<file path="src/rtl/hblf_pkg.sv">
// Shared types and constants for the HTTP body length framer.
// Holds the phase encoding, header event struct and keyword table.
// No dependencies.
`default_nettype none

package hblf_pkg;

  // Framing phase, also reported on the result channel
  typedef enum logic [1:0] {
    PH_HEADER = 2'd0,
    PH_BODY   = 2'd1,
    PH_DONE   = 2'd2,
    PH_ERROR  = 2'd3
  } phase_t;

  // Header parser events for the current item
  typedef struct packed {
    logic hdr_end;   // single-byte line closed by newline
    logic len_zero;  // declared length is zero after this item
  } hdr_evt_t;

  localparam logic [4:0] KEY_LEN  = 5'd14;
  localparam logic [4:0] SKIP_END = 5'd16;

  localparam logic [7:0] ASCII_NL = 8'h0a;
  localparam logic [7:0] ASCII_0  = 8'h30;
  localparam logic [7:0] ASCII_9  = 8'h39;

  // "Content-Length", one character per index
  function automatic logic [7:0] key_char(input logic [3:0] idx);
    logic [7:0] c;
    case (idx)
      4'd0:    c = 8'h43; // C
      4'd1:    c = 8'h6f; // o
      4'd2:    c = 8'h6e; // n
      4'd3:    c = 8'h74; // t
      4'd4:    c = 8'h65; // e
      4'd5:    c = 8'h6e; // n
      4'd6:    c = 8'h74; // t
      4'd7:    c = 8'h2d; // -
      4'd8:    c = 8'h4c; // L
      4'd9:    c = 8'h65; // e
      4'd10:   c = 8'h6e; // n
      4'd11:   c = 8'h67; // g
      4'd12:   c = 8'h74; // t
      4'd13:   c = 8'h68; // h
      default: c = 8'h00;
    endcase
    return c;
  endfunction

endpackage

`default_nettype wire

</file>
<file path="src/rtl/hblf_header.sv">
// Header parser: keyword match, skip, decimal length capture, line tracking.
// Depends on hblf_pkg.
`default_nettype none

module hblf_header #(
  parameter int LENGTH_BITS = 32
) (
  input  wire logic                   clk,
  input  wire logic                   rst_n,
  input  wire logic                   step,
  input  wire logic [7:0]             data_byte,
  output logic [LENGTH_BITS-1:0]      declared_len,
  output hblf_pkg::hdr_evt_t          evt
);

  localparam int PW = LENGTH_BITS + 4;

  logic [1:0]             line_pos_r, line_pos_nxt;
  logic [4:0]             key_pos_r, key_pos_nxt;
  logic                   dig_act_r, dig_act_nxt;
  logic [LENGTH_BITS-1:0] len_r, len_nxt;

  logic          is_digit;
  logic [PW-1:0] len_ext;
  logic [PW-1:0] prod;

  assign is_digit = data_byte inside {[hblf_pkg::ASCII_0:hblf_pkg::ASCII_9]};

  // len*10 + digit as shift-add, with headroom for the overflow test
  assign len_ext = {4'b0000, len_r};
  assign prod    = (len_ext << 3) + (len_ext << 1) + {{(PW-4){1'b0}}, data_byte[3:0]};

  // Keyword, skip and digit capture
  always_comb begin
    key_pos_nxt = key_pos_r;
    dig_act_nxt = dig_act_r;
    len_nxt     = len_r;
    if (dig_act_r) begin
      if (is_digit) begin
        if (prod[PW-1:LENGTH_BITS] != 4'b0000) begin
          len_nxt = {LENGTH_BITS{1'b1}};
        end else begin
          len_nxt = prod[LENGTH_BITS-1:0];
        end
      end else begin
        dig_act_nxt = 1'b0;
      end
    end else if (key_pos_r >= hblf_pkg::KEY_LEN) begin
      key_pos_nxt = key_pos_r + 5'd1;
      if (key_pos_nxt >= hblf_pkg::SKIP_END) begin
        key_pos_nxt = 5'd0;
        dig_act_nxt = 1'b1;
      end
    end else if (len_r == '0) begin
      if (data_byte == hblf_pkg::key_char(key_pos_r[3:0])) begin
        key_pos_nxt = key_pos_r + 5'd1;
      end else if (data_byte == hblf_pkg::key_char(4'd0)) begin
        key_pos_nxt = 5'd1;
      end else begin
        key_pos_nxt = 5'd0;
      end
    end
  end

  // Line length tracking, saturating at two
  always_comb begin
    line_pos_nxt = line_pos_r;
    evt.hdr_end  = 1'b0;
    if (data_byte == hblf_pkg::ASCII_NL) begin
      evt.hdr_end  = (line_pos_r == 2'd1);
      line_pos_nxt = 2'd0;
    end else if (line_pos_r < 2'd2) begin
      line_pos_nxt = line_pos_r + 2'd1;
    end
    evt.len_zero = (len_nxt == '0);
  end

  always_ff @(posedge clk) begin
    if (!rst_n) begin
      line_pos_r <= 2'd0;
      key_pos_r  <= 5'd0;
      dig_act_r  <= 1'b0;
      len_r      <= '0;
    end else if (step) begin
      line_pos_r <= line_pos_nxt;
      key_pos_r  <= key_pos_nxt;
      dig_act_r  <= dig_act_nxt;
      len_r      <= len_nxt;
    end
  end

  assign declared_len = len_r;

endmodule

`default_nettype wire

</file>
<file path="src/rtl/hblf_body.sv">
// Body byte counter: counts passed body bytes and flags the last one.
// No package dependency.
`default_nettype none

module hblf_body #(
  parameter int LENGTH_BITS = 32
) (
  input  wire logic                   clk,
  input  wire logic                   rst_n,
  input  wire logic                   step,
  input  wire logic [LENGTH_BITS-1:0] declared_len,
  output logic                        last
);

  logic [LENGTH_BITS-1:0] cnt_r, cnt_nxt;

  // count wraps at the length width
  assign cnt_nxt = cnt_r + {{(LENGTH_BITS-1){1'b0}}, 1'b1};
  assign last    = (cnt_nxt >= declared_len);

  always_ff @(posedge clk) begin
    if (!rst_n) begin
      cnt_r <= '0;
    end else if (step) begin
      cnt_r <= cnt_nxt;
    end
  end

endmodule

`default_nettype wire

</file>
<file path="src/rtl/http_body_length_framer.sv">
// Top level of the HTTP body length framer: input register, phase control,
// header parser and body counter, result register. Depends on hblf_pkg,
// hblf_header and hblf_body.
//
// Usage: feed the HTTP response one byte per item on the in_ channel
// (in_valid/in_ready/in_data_byte). Every input item yields exactly one
// result item on the out_ channel: out_body_valid marks a body byte,
// out_body_byte carries it (zero otherwise), out_body_last flags the final
// byte of the declared Content-Length, and out_phase_status reports the
// phase after the item (0 header, 1 body, 2 done, 3 error: no length).
// Each accepted item passes the input register and then the result register;
// throughput is one item per clock while out_ready does not stall, set by
// the combinational parser and counter update between the two registers.
// When out_ready is low the result register holds and the input register
// still takes one more item; in_ready then drops until the result drains.
// Synchronous active-low reset returns to the header phase with all
// counters cleared and both pipeline registers empty.
`default_nettype none

module http_body_length_framer #(
  parameter int LENGTH_BITS = 32
) (
  input  wire logic       clk,
  input  wire logic       rst_n,
  input  wire logic       in_valid,
  output logic            in_ready,
  input  wire logic [7:0] in_data_byte,
  output logic            out_valid,
  input  wire logic       out_ready,
  output logic            out_body_valid,
  output logic [7:0]      out_body_byte,
  output logic            out_body_last,
  output logic [1:0]      out_phase_status
);

  logic       in_vld_r;
  logic [7:0] in_byte_r;
  logic       proc;

  hblf_pkg::phase_t   phase_r, phase_nxt;
  hblf_pkg::hdr_evt_t hdr_evt;
  logic [LENGTH_BITS-1:0] declared_len;
  logic                   body_last;

  logic       res_vld_r;
  logic       res_bvld_r, res_bvld_nxt;
  logic [7:0] res_byte_r, res_byte_nxt;
  logic       res_last_r, res_last_nxt;

  // Advance when an item is staged and the result slot is free or draining
  assign proc     = in_vld_r && (!res_vld_r || out_ready);
  assign in_ready = !in_vld_r || proc;

  // Input register
  always_ff @(posedge clk) begin
    if (!rst_n) begin
      in_vld_r <= 1'b0;
    end else if (in_ready) begin
      in_vld_r <= in_valid;
    end
  end

  always_ff @(posedge clk) begin
    if (in_ready && in_valid) begin
      in_byte_r <= in_data_byte;
    end
  end

  hblf_header #(.LENGTH_BITS(LENGTH_BITS)) u_header (
    .clk          (clk),
    .rst_n        (rst_n),
    .step         (proc && (phase_r == hblf_pkg::PH_HEADER)),
    .data_byte    (in_byte_r),
    .declared_len (declared_len),
    .evt          (hdr_evt)
  );

  hblf_body #(.LENGTH_BITS(LENGTH_BITS)) u_body (
    .clk          (clk),
    .rst_n        (rst_n),
    .step         (proc && (phase_r == hblf_pkg::PH_BODY)),
    .declared_len (declared_len),
    .last         (body_last)
  );

  // Phase next state
  always_comb begin
    phase_nxt = phase_r;
    case (phase_r)
      hblf_pkg::PH_HEADER: begin
        if (hdr_evt.hdr_end) begin
          phase_nxt = hdr_evt.len_zero ? hblf_pkg::PH_ERROR : hblf_pkg::PH_BODY;
        end
      end
      hblf_pkg::PH_BODY: begin
        if (body_last) begin
          phase_nxt = hblf_pkg::PH_DONE;
        end
      end
      default: phase_nxt = phase_r;
    endcase
  end

  // Result fields for the staged item
  always_comb begin
    res_bvld_nxt = 1'b0;
    res_byte_nxt = 8'h00;
    res_last_nxt = 1'b0;
    case (phase_r)
      hblf_pkg::PH_BODY: begin
        res_bvld_nxt = 1'b1;
        res_byte_nxt = in_byte_r;
        res_last_nxt = body_last;
      end
      default: begin
        res_bvld_nxt = 1'b0;
      end
    endcase
  end

  always_ff @(posedge clk) begin
    if (!rst_n) begin
      phase_r <= hblf_pkg::PH_HEADER;
    end else if (proc) begin
      phase_r <= phase_nxt;
    end
  end

  // Result register
  always_ff @(posedge clk) begin
    if (!rst_n) begin
      res_vld_r <= 1'b0;
    end else if (proc) begin
      res_vld_r <= 1'b1;
    end else if (out_ready) begin
      res_vld_r <= 1'b0;
    end
  end

  always_ff @(posedge clk) begin
    if (proc) begin
      res_bvld_r <= res_bvld_nxt;
      res_byte_r <= res_byte_nxt;
      res_last_r <= res_last_nxt;
    end
  end

  // phase register already holds the status of the item in the result slot
  assign out_valid        = res_vld_r;
  assign out_body_valid   = res_bvld_r;
  assign out_body_byte    = res_byte_r;
  assign out_body_last    = res_last_r;
  assign out_phase_status = phase_r;

endmodule

`default_nettype wire

</file>
<file path="config.mk">
export PLATFORM = sky130hd
export DESIGN_NAME = http_body_length_framer
export DESIGN_NICKNAME = d
export VERILOG_FILES = /design/src/rtl/hblf_pkg.sv /design/src/rtl/hblf_header.sv /design/src/rtl/hblf_body.sv /design/src/rtl/http_body_length_framer.sv
export SDC_FILE = /design/constraint.sdc
export NUM_CORES = 1
export LEC_CHECK = 0
export ABC_AREA = 0
export CORE_MARGIN = 2
export CORE_UTILIZATION = 29
export DETAILED_ROUTE_END_ITERATION = 16
export DONT_BUFFER_PORTS = 1
export PLACE_DENSITY = 0.48
export SYNTH_ARGS = -nofsm -noshare
export SYNTH_HDL_FRONTEND = slang
export SYNTH_SLANG_ARGS = --single-unit
</file>
<file path="constraint.sdc">
create_clock -name clk -period 7.65 [get_ports clk]
set_input_delay 1.53 -clock clk [delete_from_list [all_inputs] [get_ports clk]]
set_output_delay 1.53 -clock clk [all_outputs]
set_load 0.1 [all_outputs]
</file>
# After elaboration in Yosys (flattened, before gate mapping)
# Memory sizes are Yosys's and may differ from the RTL's. A register that Yosys moved wholly into a read port is not among the register bits.
# Cells that the tools add are included.
# W data, S select, Z words.
[totals]
reg_bits = 94
mem_bits_ro = 112
in_bits = 12
output_inout_bits = 14
wordCells = 79
n_memories = 1
[mem_list]
columns = ["memory", "depth", "word_bits", "rd", "rd_ports_with_merged_regs", "wr", "line_no", "source"]
rows = [
  ["(no name shown)", 16, 7, 1, 1, 0, "hblf_pkg.sv:32", "case (idx)"],
]
[op_classes]
addsub = 5
magnitude_cmp = 6
n_eq_ne = 7
mux = 27
bitwise_logic = 1
reduce_logical = 20
[op_table]
columns = ["op", "n"]
rows = [
  ["$mux W32", 3],
  ["$logic_not A32 Y1", 2],
  ["$add A35 B33 Y36", 1],
  ["$add A36 B4 Y36", 1],
  ["$add A32 B1 Y32 const B", 1],
  ["$ge A32 B32 Y1", 1],
  ["$mux W8", 3],
  ["$mux W5", 4],
  ["$mux W2", 5],
  ["$mux W1", 9],
  ["$eq A8 B4 Y1 const B", 1],
  ["$eq A8 B7 Y1 const B", 1],
  ["$eq A8 B8 Y1", 1],
  ["$ge A8 B6 Y1 const B", 1],
  ["$le A8 B6 Y1 const B", 1],
  ["$mux W4", 2],
  ["$reduce_bool A2 Y1", 4],
  ["$add A5 B1 Y5 const B", 1],
  ["$ge A5 B4 Y1 const B", 1],
  ["$ge A5 B5 Y1 const B", 1],
  ["$logic_and A1 B1 Y1", 5],
  ["$eq A2 B1 Y1 const B", 2],
  ["$ne A2 B2 Y1 const B", 2],
  ["$pmux W2 S2", 1],
  ["10 further kinds", 12],
]

# Depth between registers and ports, before layout
# Gate-level depths: netlist of run 1.
[depth]
ltp_word = 10
ltp_mapped = 22
mapped_depth_nobuf = 22

# Cells and area by module
# A second synthesis of run 1 with hierarchy kept.
[unflattened]
hier_cells = 1017
hier_area_um2 = 8518.2
[by_module_without_submodules]
columns = ["mod", "n_inst", "cells_each", "area_per_inst_um2", "seq_area_each_um2"]
rows = [
  ["hblf_header", 1, 619, 4883.4, 940.9],
  ["hblf_body", 1, 344, 2812.7, 640.6],
  ["http_body_length_framer", 1, 54, 822.0, 620.6],
]

# Worst setup path after synthesis of run 1
# Ideal clock, no wire load.
[synth_path]
path_type = "register to register"
start = "reg u_body.cnt_r[0]"
end = "reg phase_r[1] (netlist: out_phase_status[1])"
setup_time_ps = 84
t_arrival_ps = 4095
required_time_ps = 7566
setup_slack_ps = 3471
path_stages_with_launch = 23
path_buffers = 0
synth_period_minus_slack_ps = 4179
cell_sequence = "dfxtp_1 -> ha_1 -> and3_1 -> and4_1 -> and2_1 -> and3_1 -> and3_1 -> and3_1 -> nand3_1 -> nor2_1 -> xor2_1 -> ha_1 -> o21ai_0 -> o21ai_0 -> a21oi_1 -> o21a_1 -> a211oi_1 -> o21ai_0 -> o41ai_1 -> o2111ai_1 -> nor4_1 -> nand4b_1 -> o31ai_2"
[synth_between]
elab_chain_cells = 4
[synth_lines]
columns = ["item", "line_no", "source"]
rows = [
  ["start: declaration", "hblf_body.sv:15", "logic [LENGTH_BITS-1:0] cnt_r, cnt_nxt;"],
  ["start signal: assignment", "hblf_body.sv:25", "cnt_r <= cnt_nxt;"],
  ["$add A32 B1 Y32", "hblf_body.sv:18", "assign cnt_nxt = cnt_r + {{(LENGTH_BITS-1){1'b0}}, 1'b1};"],
  ["via u_body.cnt_nxt[26]", "hblf_body.sv:15", ""],
  ["$ge A32 B32 Y1", "hblf_body.sv:19", "assign last = (cnt_nxt >= declared_len);"],
  ["$ne A2 B2 Y1 (no line)", "-", ""],
  ["$reduce_and A4 Y1 (no line)", "-", ""],
  ["end signal: assignment", "http_body_length_framer.sv:123", "phase_r <= hblf_pkg::PH_HEADER;"],
  ["end signal: assignment", "http_body_length_framer.sv:125", "phase_r <= phase_nxt;"],
  ["end: declaration", "http_body_length_framer.sv:40", "hblf_pkg::phase_t phase_r, phase_nxt;"],
]
# The timed path passes the listed nets, and every way through them passes these cells.
# A chain may end at the register's enable or synchronous reset.

# Worst setup path after layout of run 1
# Same ends and word-level chain as after synthesis.

==> results of run 1 <==
state kept, by name, summed over array words and instances (netlist names), named ones only:
| name | cells |
|---|---|
| in_byte_r | 8 |
| in_vld_r | 1 |
| out_body_byte | 8 |
| out_body_last | 1 |
| out_body_valid | 1 |
| out_phase_status | 2 |
| out_valid | 1 |
| u_body.cnt_r | 32 |
| u_header.declared_len | 32 |
| u_header.dig_act_r | 1 |
| u_header.key_pos_r | 5 |
| u_header.line_pos_r | 2 |
area by class of cell:
cell class | count | area, um2
Fill cell | 3013 | 18900
Multi-Input combinational cell | 779 | 5510
Sequential cell | 101 | 2200
Tap cell | 378 | 473
Clock buffer | 9 | 225
Inverter | 57 | 214
Clock inverter | 7 | 87.6
Timing Repair Buffer | 7 | 52.6
cells in the mapped netlist, types with 6 or more instances:
master	instances	area (um2)
nor4_1	13	81.3
edfxtp_1	18	541
clkbuf_1	27	101
ha_1	105	1310
a21oi_1	90	450
inv_1	54	203
nand4_1	19	119
nand2_1	71	267
and3_1	16	100
o21ai_0	67	335
o221a_1	10	113
xor2_1	61	534
xnor2_1	31	272
nand3_1	30	150
nand2b_1	9	56.3
mux2i_1	6	60.1
o21a_1	11	82.6
a211oi_1	8	60.1
a31oi_1	7	43.8
nor3_1	10	50.1
or3_1	11	68.8
nor2_1	94	353
dfxtp_1	83	1660
and2_1	12	75.1
a21o_1	9	67.6
metal layers:
metal  track usage  routed length, um
met1         0.234              11800
met2         0.249              10100
met5             0                  0
met4        0.0284                235
met3        0.0206                684
power by group:
part | leakage [nW] | switching (W) | internal [W]
Clock | 0.155 | 0.000230 | 0.000263
Combinational | 2.71 | 0.0000182 | 0.00000852
Sequential | 0.847 | 0.0000205 | 0.000547
Total | 3.71 | 0.000269 | 0.000819
through the flow:
| stage | util | hold slack (ps) | setup WS, ps | total power (W) |
|---|---|---|---|---|
| 2_1_floorplan | - | 432 | 3470 | 0.000599 |
| 3_3_place_gp | 0.306 | 441 | 3130 | 0.000607 |
| 3_5_place_dp | 0.306 | 451 | 2880 | 0.000607 |
| 4_1_cts | 0.317 | 466 | 2880 | 0.00110 |
| 5_1_grt | 0.317 | 480 | 2420 | 0.00112 |
| 6_report | 0.317 | 464 | 2910 | 0.00109 |
worst max-delay path, delay by kind of cell (launching register included):
kind | cells | cell delay (ps)
simple gates | 10 | 2210
xor+xnor | 1 | 210
fa+ha+maj | 2 | 530
compound gates | 6 | 1310
flops | 1 | 410
path summary, 6_finish.rpt:
| kind | startpoint | to | slack [ps] | depth (start not counted) |
|---|---|---|---|---|
| worst max-delay path | u_body.cnt_r[0] | out_phase_status[1] | 2910 | 19 |
| worst min register to register | u_header.key_pos_r[4] | u_header.key_pos_r[4] | 460 | 2 |
| worst min-delay path | u_header.key_pos_r[4] | u_header.key_pos_r[4] | 460 | 2 |
| worst max register to register | u_body.cnt_r[0] | out_phase_status[1] | 2910 | 19 |
cell families (layout without fill, tap and decap cells):
kind of cell | Yosys count | in the layout | synth area share
AO/OA/AOI/OAI | 264 | 264 | 0.219
XOR/XNOR | 92 | 92 | 0.0997
adder cells (fa/ha/maj) | 107 | 107 | 0.168
buffers and inverters | 92 | 80 | 0.0455
flip-flops | 101 | 101 | 0.272
multiplexers | 6 | 6 | 0.00743
AND/OR/NAND/NOR | 310 | 310 | 0.188
==> impl_results.md, run 1 <==
- Post-CTS Resized: 0
- Synthesized instance count: 972
- EDFF count, synth: 18
- Wire per inst: 17.0 um
- RSZ-0062 raised after global routing: false
- Rows: 61
- Vias in the first global route: 6696
- Slew at the pin closest to its max-slew limit: 957 ps
- Cell area after layout: 8770 um2
- Final Cycle Share: 0.619
- I/O Pins: 26
- Num CTS Buffers: 9
- Max-slew violation count: 0
- Fmax achieved: 0.211 GHz
- Clock sinks: 101
- First-pass iteration count of the detailed router: 5
- Syn avg cell area: 8.31 um2
- Mapped Nets: 1091
- Antenna diodes: 0
- Htree depth: 3
- Crit path time final: 4740 ps
- Status: finished, final reports clean
- Register bit total from synthesis: 101
- Seq/Total Area, Yosys: 0.272
- Vias: 6854
- Nets: 1074
- Setup Skew: 11.8 ps
- Ys async rst share: 0
- Port Buf Inserts: 0
- GRT Total Usage: 0.159
- Clock Pin Slew Worst Setup and Hold Paths: 80 ps
- Pwr dens: 124 nW/um2
- Core area: 27600 um2
- Type of the worst min-delay path: flip-flop to flip-flop
- Max FO, Critical Path: 7
- Chip Width: 171 um
- Initial antenna violation count: 0
- Pleak: 3.71 nW
- Setup violations, final: 0
- Layout cell share with drive strength beyond 1: 0.0542
- DR DRC count: 0
- Slew headroom: 0.361
- MaxCap Viol Count: 0
- Final hold violation count: 0
- Setup CP Type: flip-flop to flip-flop
- Largest net degree at the start of global routing: 44
- P&R area growth vs syn: 8.50%
- WP data required: 7930 ps
- Setup bufs post-CTS: 0
- Worst path cell trace: ha_1 > and3_1 > and4_1 > and2_1 > and3_1 > and3_1 > and3_1 > nand3_1 > xnor2_1 > ha_1 > nand4_1 > a2111oi_0 > o31a_1 > o21ai_0 > o41ai_1 > o2111ai_1 > nor4_1 > nand4b_1 > o31ai_2
- GRT overflow: 0
- First-pass GRT wire length: 36.7 mm
- Via density: 5.12
- Cell Area, Synth: 8080 um2
- CTS Hold Bufs: 0
- Setup_tns: 0 ps
- Inst Count DP: 1322
- Initial Util: 0.293
- Placed instance area: 8460 um2
- Top_reg_cell synth: dfxtp_1
- Post-DP HPWL: 17.9 mm
- CTS tree: built
- Die area: 29200 um2
- Final ANT Viol Nets: 0
- WL final: 22.8 mm
- Synth unique cells: 80
- Max clock buf depth: 2
- Peak VDD IR: 0.135 mV
- Commonest non-fill, non-tap cell in the layout: ha_1
- Max incr delay on CP: 410 ps
- Initial DRC count: 527
- Routability cong.: 0.837
- Top cell by count, worst path: and3_1
- Root Buffer: clkbuf_16
- Synth warn: 0
- Post-Layout Cell Count: 1338
- Worst Path Arrival: 5010 ps
- Critical Path End Type: flip-flop
- Die Y: 171 um
- Commonest non-fill, non-tap cells in the layout: 105 x ha_1, 93 x nor2_1, 90 x a21oi_1, 83 x dfxtp_1, 71 x nand2_1
- Startpoint Class: flip-flop
- Worst-Skew Late Latency: 360 ps
- Crit-path slowest cell: dfxtp_1
No activity file was read; power rests on OpenSTA's default activity.
==> inputs of run 2 (changes only) <==
--- a/config.mk
+++ b/config.mk
@@ -10,7 +10,7 @@
 export CORE_UTILIZATION = 29
 export DETAILED_ROUTE_END_ITERATION = 16
 export DONT_BUFFER_PORTS = 1
-export PLACE_DENSITY = 0.48
+export PLACE_DENSITY = 0.49
 export SYNTH_ARGS = -nofsm -noshare
 export SYNTH_HDL_FRONTEND = slang
 export SYNTH_SLANG_ARGS = --single-unit
==> constraint.sdc (replaced) <==
create_clock -name clk -period 4 [get_ports clk]
set_input_delay 0.8 -clock clk [delete_from_list [all_inputs] [get_ports clk]]
set_output_delay 0.8 -clock clk [all_outputs]
set_load 0.1 [all_outputs]
==> run 2 against run 1 <==
Net effect: global-route usage rose by 0.77 points; largest power group unchanged; utilization rose by 3.3 points; non-clock buffer count rose by 91; critical endpoint unchanged; largest cell class unchanged; via count rose by 6.8%.
==> impl_results.md, run 2 (same netlist as run 1, synthesis figures left out) <==
- Final ANT Viol Nets: 0
- GRT Total Usage: 0.167
- Chip Width: 171 um
- Hold slack: 459 ps
- First-pass GRT wire length: 38.2 mm
- Status: finished, final reports clean
- R2R Path End: out_phase_status[1]
- Initial antenna violation count: 0
- Root Buffer: clkbuf_16
- R2R Setup Slk: 10 ps
- Final Cycle Share: 0.997
- I/O Pins: 26
- Pleak: 4.23 nW
- Placed instance area: 9160 um2
- Slew at the pin closest to its max-slew limit: 946 ps
- Crit path depth: 22
- Final hold violation count: 0
- Slew headroom: 0.371
- Setup_tns: 0 ps
- Antenna diodes: 0
- GRT overflow: 0
- Setup violations, final: 0
- WL final: 23.8 mm
- Peak VDD IR: 0.211 mV
- Core area: 27600 um2
- Via density: 5.12
- Routability cong.: 0.829
- Commonest non-fill, non-tap cell in the layout: ha_1
- Largest net degree at the start of global routing: 37
- Layout cell share with drive strength beyond 1: 0.167
- Nets: 1165
- Die Y: 171 um
- MaxCap Viol Count: 0
- P&R area growth vs syn: 19.6%
- Max incr delay on CP: 370 ps
- Htree depth: 3
- Buf/Inv on CP: 1
- Post-DP HPWL: 18.8 mm
- WP data required: 4290 ps
- Worst reg2reg startpoint: u_body.cnt_r[0]
- Clock Pin Slew Worst Setup and Hold Paths: 90 ps
- Wire per inst: 16.6 um
- DR DRC count: 0
- Reg2Reg Depth: 22
- Clock sinks: 101
- Vias: 7322
- Port Buf Inserts: 0
- Max FO, Critical Path: 5
- Initial DRC count: 511
- CTS tree: built
- Fmax achieved: 0.251 GHz
- CTS Hold Bufs: 0
- Vias in the first global route: 7169
- CP startpoint: u_body.cnt_r[0]
- Worst-Skew Late Latency: 370 ps
- Num CTS Buffers: 9
- Rows: 61
- Top cell by count, worst path: and3_4
- Initial Util: 0.293
- Startpoint Class: flip-flop
- Max-slew violation count: 0
- Max clock buf depth: 2
- Worst path cell trace: ha_4 > and3_4 > and4_4 > and2_4 > and3_4 > and3_4 > and3_4 > nand3_4 > buf_6 > nor2_4 > xor2_1 > ha_1 > o21a_1 > a21oi_1 > o21a_1 > a211oi_2 > o21ai_1 > o41ai_2 > o2111ai_1 > nor4_2 > nand4b_1 > o31ai_2
- Crit-path slowest cell: dfxtp_2
- CP Capture Point: out_phase_status[1]
- RSZ-0062 raised after global routing: true
- Setup Skew: 13.7 ps
- First-pass iteration count of the detailed router: 7
- Type of the worst min-delay path: flip-flop to flip-flop
- Cell area after layout: 9670 um2
- Worst Path Arrival: 4270 ps
- Critical Path End Type: flip-flop
- Commonest non-fill, non-tap cells in the layout: 104 x ha_1, 94 x buf_4, 89 x a21oi_1, 88 x nor2_1, 81 x dfxtp_1
- Die area: 29200 um2
- Crit path time final: 3990 ps
- Setup CP Type: flip-flop to flip-flop
- Pwr dens: 219 nW/um2
- Cell family with most CP delay: simple AND/OR/NAND/NOR gates
run 2: worst min-delay path by stage:
stage | depth (start not counted) | end | start
finish | 2 | u_header.key_pos_r[4] | u_header.key_pos_r[4]
global route | 2 | u_header.key_pos_r[4] | u_header.key_pos_r[4]
CTS | 2 | u_header.key_pos_r[4] | u_header.key_pos_r[4]
detailed placement | 2 | u_header.key_pos_r[4] | u_header.key_pos_r[4]
global placement | 2 | u_header.key_pos_r[4] | u_header.key_pos_r[4]
floorplan | 2 | u_header.key_pos_r[4] | u_header.key_pos_r[4]
run 2: worst min-delay path, delay by kind of cell (launching register included):
family,cells,cell delay (ps)
flip-flops,1,320
AND/OR/NAND/NOR,1,50
AO/OA/AOI/OAI,1,50
run 2: stage by stage:
step	cells	total power [W]	util	setup slack, ps
global placement	1409	0.00117	0.332	-61.4
global route	1429	0.00218	0.350	-292
CTS	1427	0.00213	0.346	3.68
floorplan	972	0.00115	-	6.49
detailed placement	1409	0.00117	0.332	-176
finish	1429	0.00212	0.350	12.1
run 2: power breakdown:
group          switching, W  internal [W]  leakage (nW)
Clock              0.000469      0.000504         0.155
Sequential        0.0000332       0.00105         0.848
Combinational     0.0000425     0.0000210          3.23
run 2: cell type report:
class                      instances  area, um2
fill                            2960      18000
multi-input combinational        779       5690
sequential                       101       2200
timing repair buffer              98        768
tap                              378        473
clock buffer                       9        225
inverter                          57        214
clock inverter                     7       87.6
run 2: per-layer routing:
metal	vias to the layer above	global-route usage	share of wire
met2	152	0.279	0.47
li1	3675	-	-
met5	-	0	0
met3	22	0.0315	0.043
met1	3473	0.223	0.48
met4	0	0.0346	0.012
run 2: timing repair:
action                                  4_1_cts  5_1_grt
setup buffers                                 2        2
resized for setup                            15       21
pin swaps                                    12       19
endpoints found under the hold margin         0        0
endpoints found under the setup margin        1       19
==> inputs of run 3 (changes only) <==
--- a/config.mk
+++ b/config.mk
@@ -5,12 +5,11 @@
 export SDC_FILE = /design/constraint.sdc
 export NUM_CORES = 1
 export LEC_CHECK = 0
-export ABC_AREA = 0
 export CORE_MARGIN = 2
 export CORE_UTILIZATION = 29
 export DETAILED_ROUTE_END_ITERATION = 16
 export DONT_BUFFER_PORTS = 1
-export PLACE_DENSITY = 0.49
+export PLACE_DENSITY = 0.48
 export SYNTH_ARGS = -nofsm -noshare
 export SYNTH_HDL_FRONTEND = slang
 export SYNTH_SLANG_ARGS = --single-unit
==> constraint.sdc (replaced) <==
create_clock -name clk -period 4.5 [get_ports clk]
set_input_delay 0.9 -clock clk [delete_from_list [all_inputs] [get_ports clk]]
set_output_delay 0.9 -clock clk [all_outputs]
set_load 0.1 [all_outputs]
==> run 3 against run 2 <==
Net effect: die area unchanged; total power decreased by 12%; register-to-register slack better by 290 ps; combinational power shrank 16%; clock power shrank 13%; clock skew down 3.0 ps; count of clock-buffer cells in the layout unchanged; sequential share of layout area up 1.7 points; largest cell class unchanged; largest power group unchanged; highest routed layer is now met5.
==> impl_results.md, run 3 (same netlist as run 1, synthesis figures left out) <==
- Post-Layout Cell Count: 1356
- WL final: 22.4 mm
- Crit path depth: 20
- Nets: 1092
- Crit path time final: 4200 ps
- Final Cycle Share: 0.934
- R2R Path End: out_phase_status[1]
- Pwr dens: 207 nW/um2
- Largest net degree at the start of global routing: 37
- Worst reg2reg startpoint: u_body.cnt_r[0]
- Clock sinks: 101
- Setup CP Type: flip-flop to flip-flop
- Max incr delay on CP: 350 ps
- CTS tree: built
- P&R area growth vs syn: 11.1%
- Cell family with most CP delay: simple AND/OR/NAND/NOR gates
- Routability cong.: 0.810
- Max FO, Critical Path: 6
- Slew at the pin closest to its max-slew limit: 917 ps
- Max-slew violation count: 0
- Core area: 27600 um2
- Fill cell count: 2964
- Pleak: 3.82 nW
- Initial DRC count: 482
- Critical Path End Type: flip-flop
- Fmax achieved: 0.238 GHz
- Via density: 5.16
- Wire per inst: 16.5 um
- Met1 Routed Length: 11.1 mm
- CP startpoint: u_body.cnt_r[0]
- Setup violations, final: 0
- Commonest non-fill, non-tap cells in the layout: 104 x ha_1, 91 x nor2_1, 90 x a21oi_1, 82 x dfxtp_1, 71 x nand2_1
- Antenna diodes: 0
- Root Buffer: clkbuf_16
- Chip Width: 171 um
- Slew headroom: 0.390
- First-pass iteration count of the detailed router: 5
- R2R Setup Slk: 300 ps
- Max clock buf depth: 2
- Initial antenna violation count: 1
- Tot Pwr: 0.00186 W
- I/O Pins: 26
- Htree depth: 3
- Post-DP HPWL: 17.8 mm
- Reg2Reg Depth: 20
- Final hold violation count: 0
- Crit-path slowest cell: dfxtp_1
- Vias in the first global route: 6738
- Layout cell share with drive strength beyond 1: 0.0869
- Type of the worst min-delay path: flip-flop to flip-flop
- Met3 wire length: 812 um
- Buf/Inv on CP: 2
- Worst path cell trace: buf_4 > and3_1 > nand3_1 > nor2_2 > nand4_1 > inv_1 > nand3_2 > nor3_4 > nand3_1 > xnor2_1 > ha_1 > nand4_1 > a2111oi_2 > o31a_1 > o21ai_0 > o41ai_2 > o2111ai_1 > nor4_2 > nand4b_1 > o31ai_2
- Rows: 61
- Final ANT Viol Nets: 0
- Peak VDD IR: 0.172 mV
- Die Y: 171 um
- MaxCap Viol Count: 0
- Inst Count DP: 1338
- CP Capture Point: out_phase_status[1]
- Die area: 29200 um2
- WP data required: 4780 ps
- Startpoint Class: flip-flop
- CTS Hold Bufs: 0
- GRT overflow: 0
- Initial Util: 0.293
- First-pass GRT wire length: 36.1 mm
- Vias: 6993
- Commonest non-fill, non-tap cell in the layout: ha_1
- Num CTS Buffers: 9
- Setup Skew: 10.7 ps
- Top sig layer: met5
- DR DRC count: 0
- DR WL met2: 10.2 mm
- Clock Pin Slew Worst Setup and Hold Paths: 80 ps
- Port Buf Inserts: 0
- GRT Total Usage: 0.156
- RSZ-0062 raised after global routing: true
- Worst-Skew Late Latency: 360 ps
- Worst Path Arrival: 4480 ps
- Status: finished, final reports clean
## run 3: worst min-delay path by stage
| stage | startpoint | cells after the start | slack [ps] | endpoint |
|---|---|---|---|---|
| floorplan | u_header.key_pos_r[4] | 2 | 430 | u_header.key_pos_r[4] |
| global placement | u_header.key_pos_r[4] | 2 | 440 | u_header.key_pos_r[4] |
| detailed placement | u_header.key_pos_r[4] | 2 | 450 | u_header.key_pos_r[4] |
| CTS | u_header.key_pos_r[4] | 2 | 460 | u_header.key_pos_r[4] |
| global route | u_header.key_pos_r[4] | 2 | 510 | u_header.key_pos_r[4] |
| finish | u_header.key_pos_r[4] | 2 | 460 | u_header.key_pos_r[4] |
## run 3: per-stage QoR
stage / TNS, ps / worst slack, ps / instance area [um2] / util / hold slack (ps)
6_report: 0 / 299 / 8980 / 0.325 / 462
5_1_grt: -84.4 / -84.4 / 8980 / 0.325 / 511
4_1_cts: 0 / 71.7 / 8900 / 0.322 / 464
3_5_place_dp: -98.7 / -98.7 / 8580 / 0.310 / 451
3_3_place_gp: 0 / 159 / 8580 / 0.310 / 443
2_1_floorplan: 0 / 321 / 8080 / - / 432
## run 3: final cells by class
class                      instances  area, um2  area share
multi-input combinational        779       5590       0.622
sequential                       101       2200       0.245
tap                              378        473      0.0527
clock buffer                       9        225      0.0251
inverter                          57        214      0.0238
timing repair buffer              25        188      0.0209
clock inverter                     7       88.8     0.00989
## run 3: metal layers
metal | up-vias | track usage
li1 | 3523 | -
met1 | 3322 | 0.215
met2 | 124 | 0.258
met3 | 22 | 0.0231
met4 | 2 | 0.0383
met5 | - | 0
## run 3: where the power goes
group	switching (W)	leakage (nW)	total, W	internal (W)
registers	0.0000301	0.848	0.000960	0.000930
logic	0.0000362	2.82	0.0000535	0.0000174
clock network	0.000395	0.152	0.000843	0.000448
total	0.000461	3.82	0.00186	0.00140
## run 3: worst min-delay path, stage by stage, from the launching register on
cell and delay, ps:
dfxtp_1 320, nand2_1 50, a21oi_1 50
## run 3: what timing repair did
action,4_1_cts,5_1_grt
setup endpoints to repair,1,15
pin swaps,0,4
gates resized for setup,2,16
endpoints found under the hold margin,0,0
setup buffers,0,2
cloned,0,0
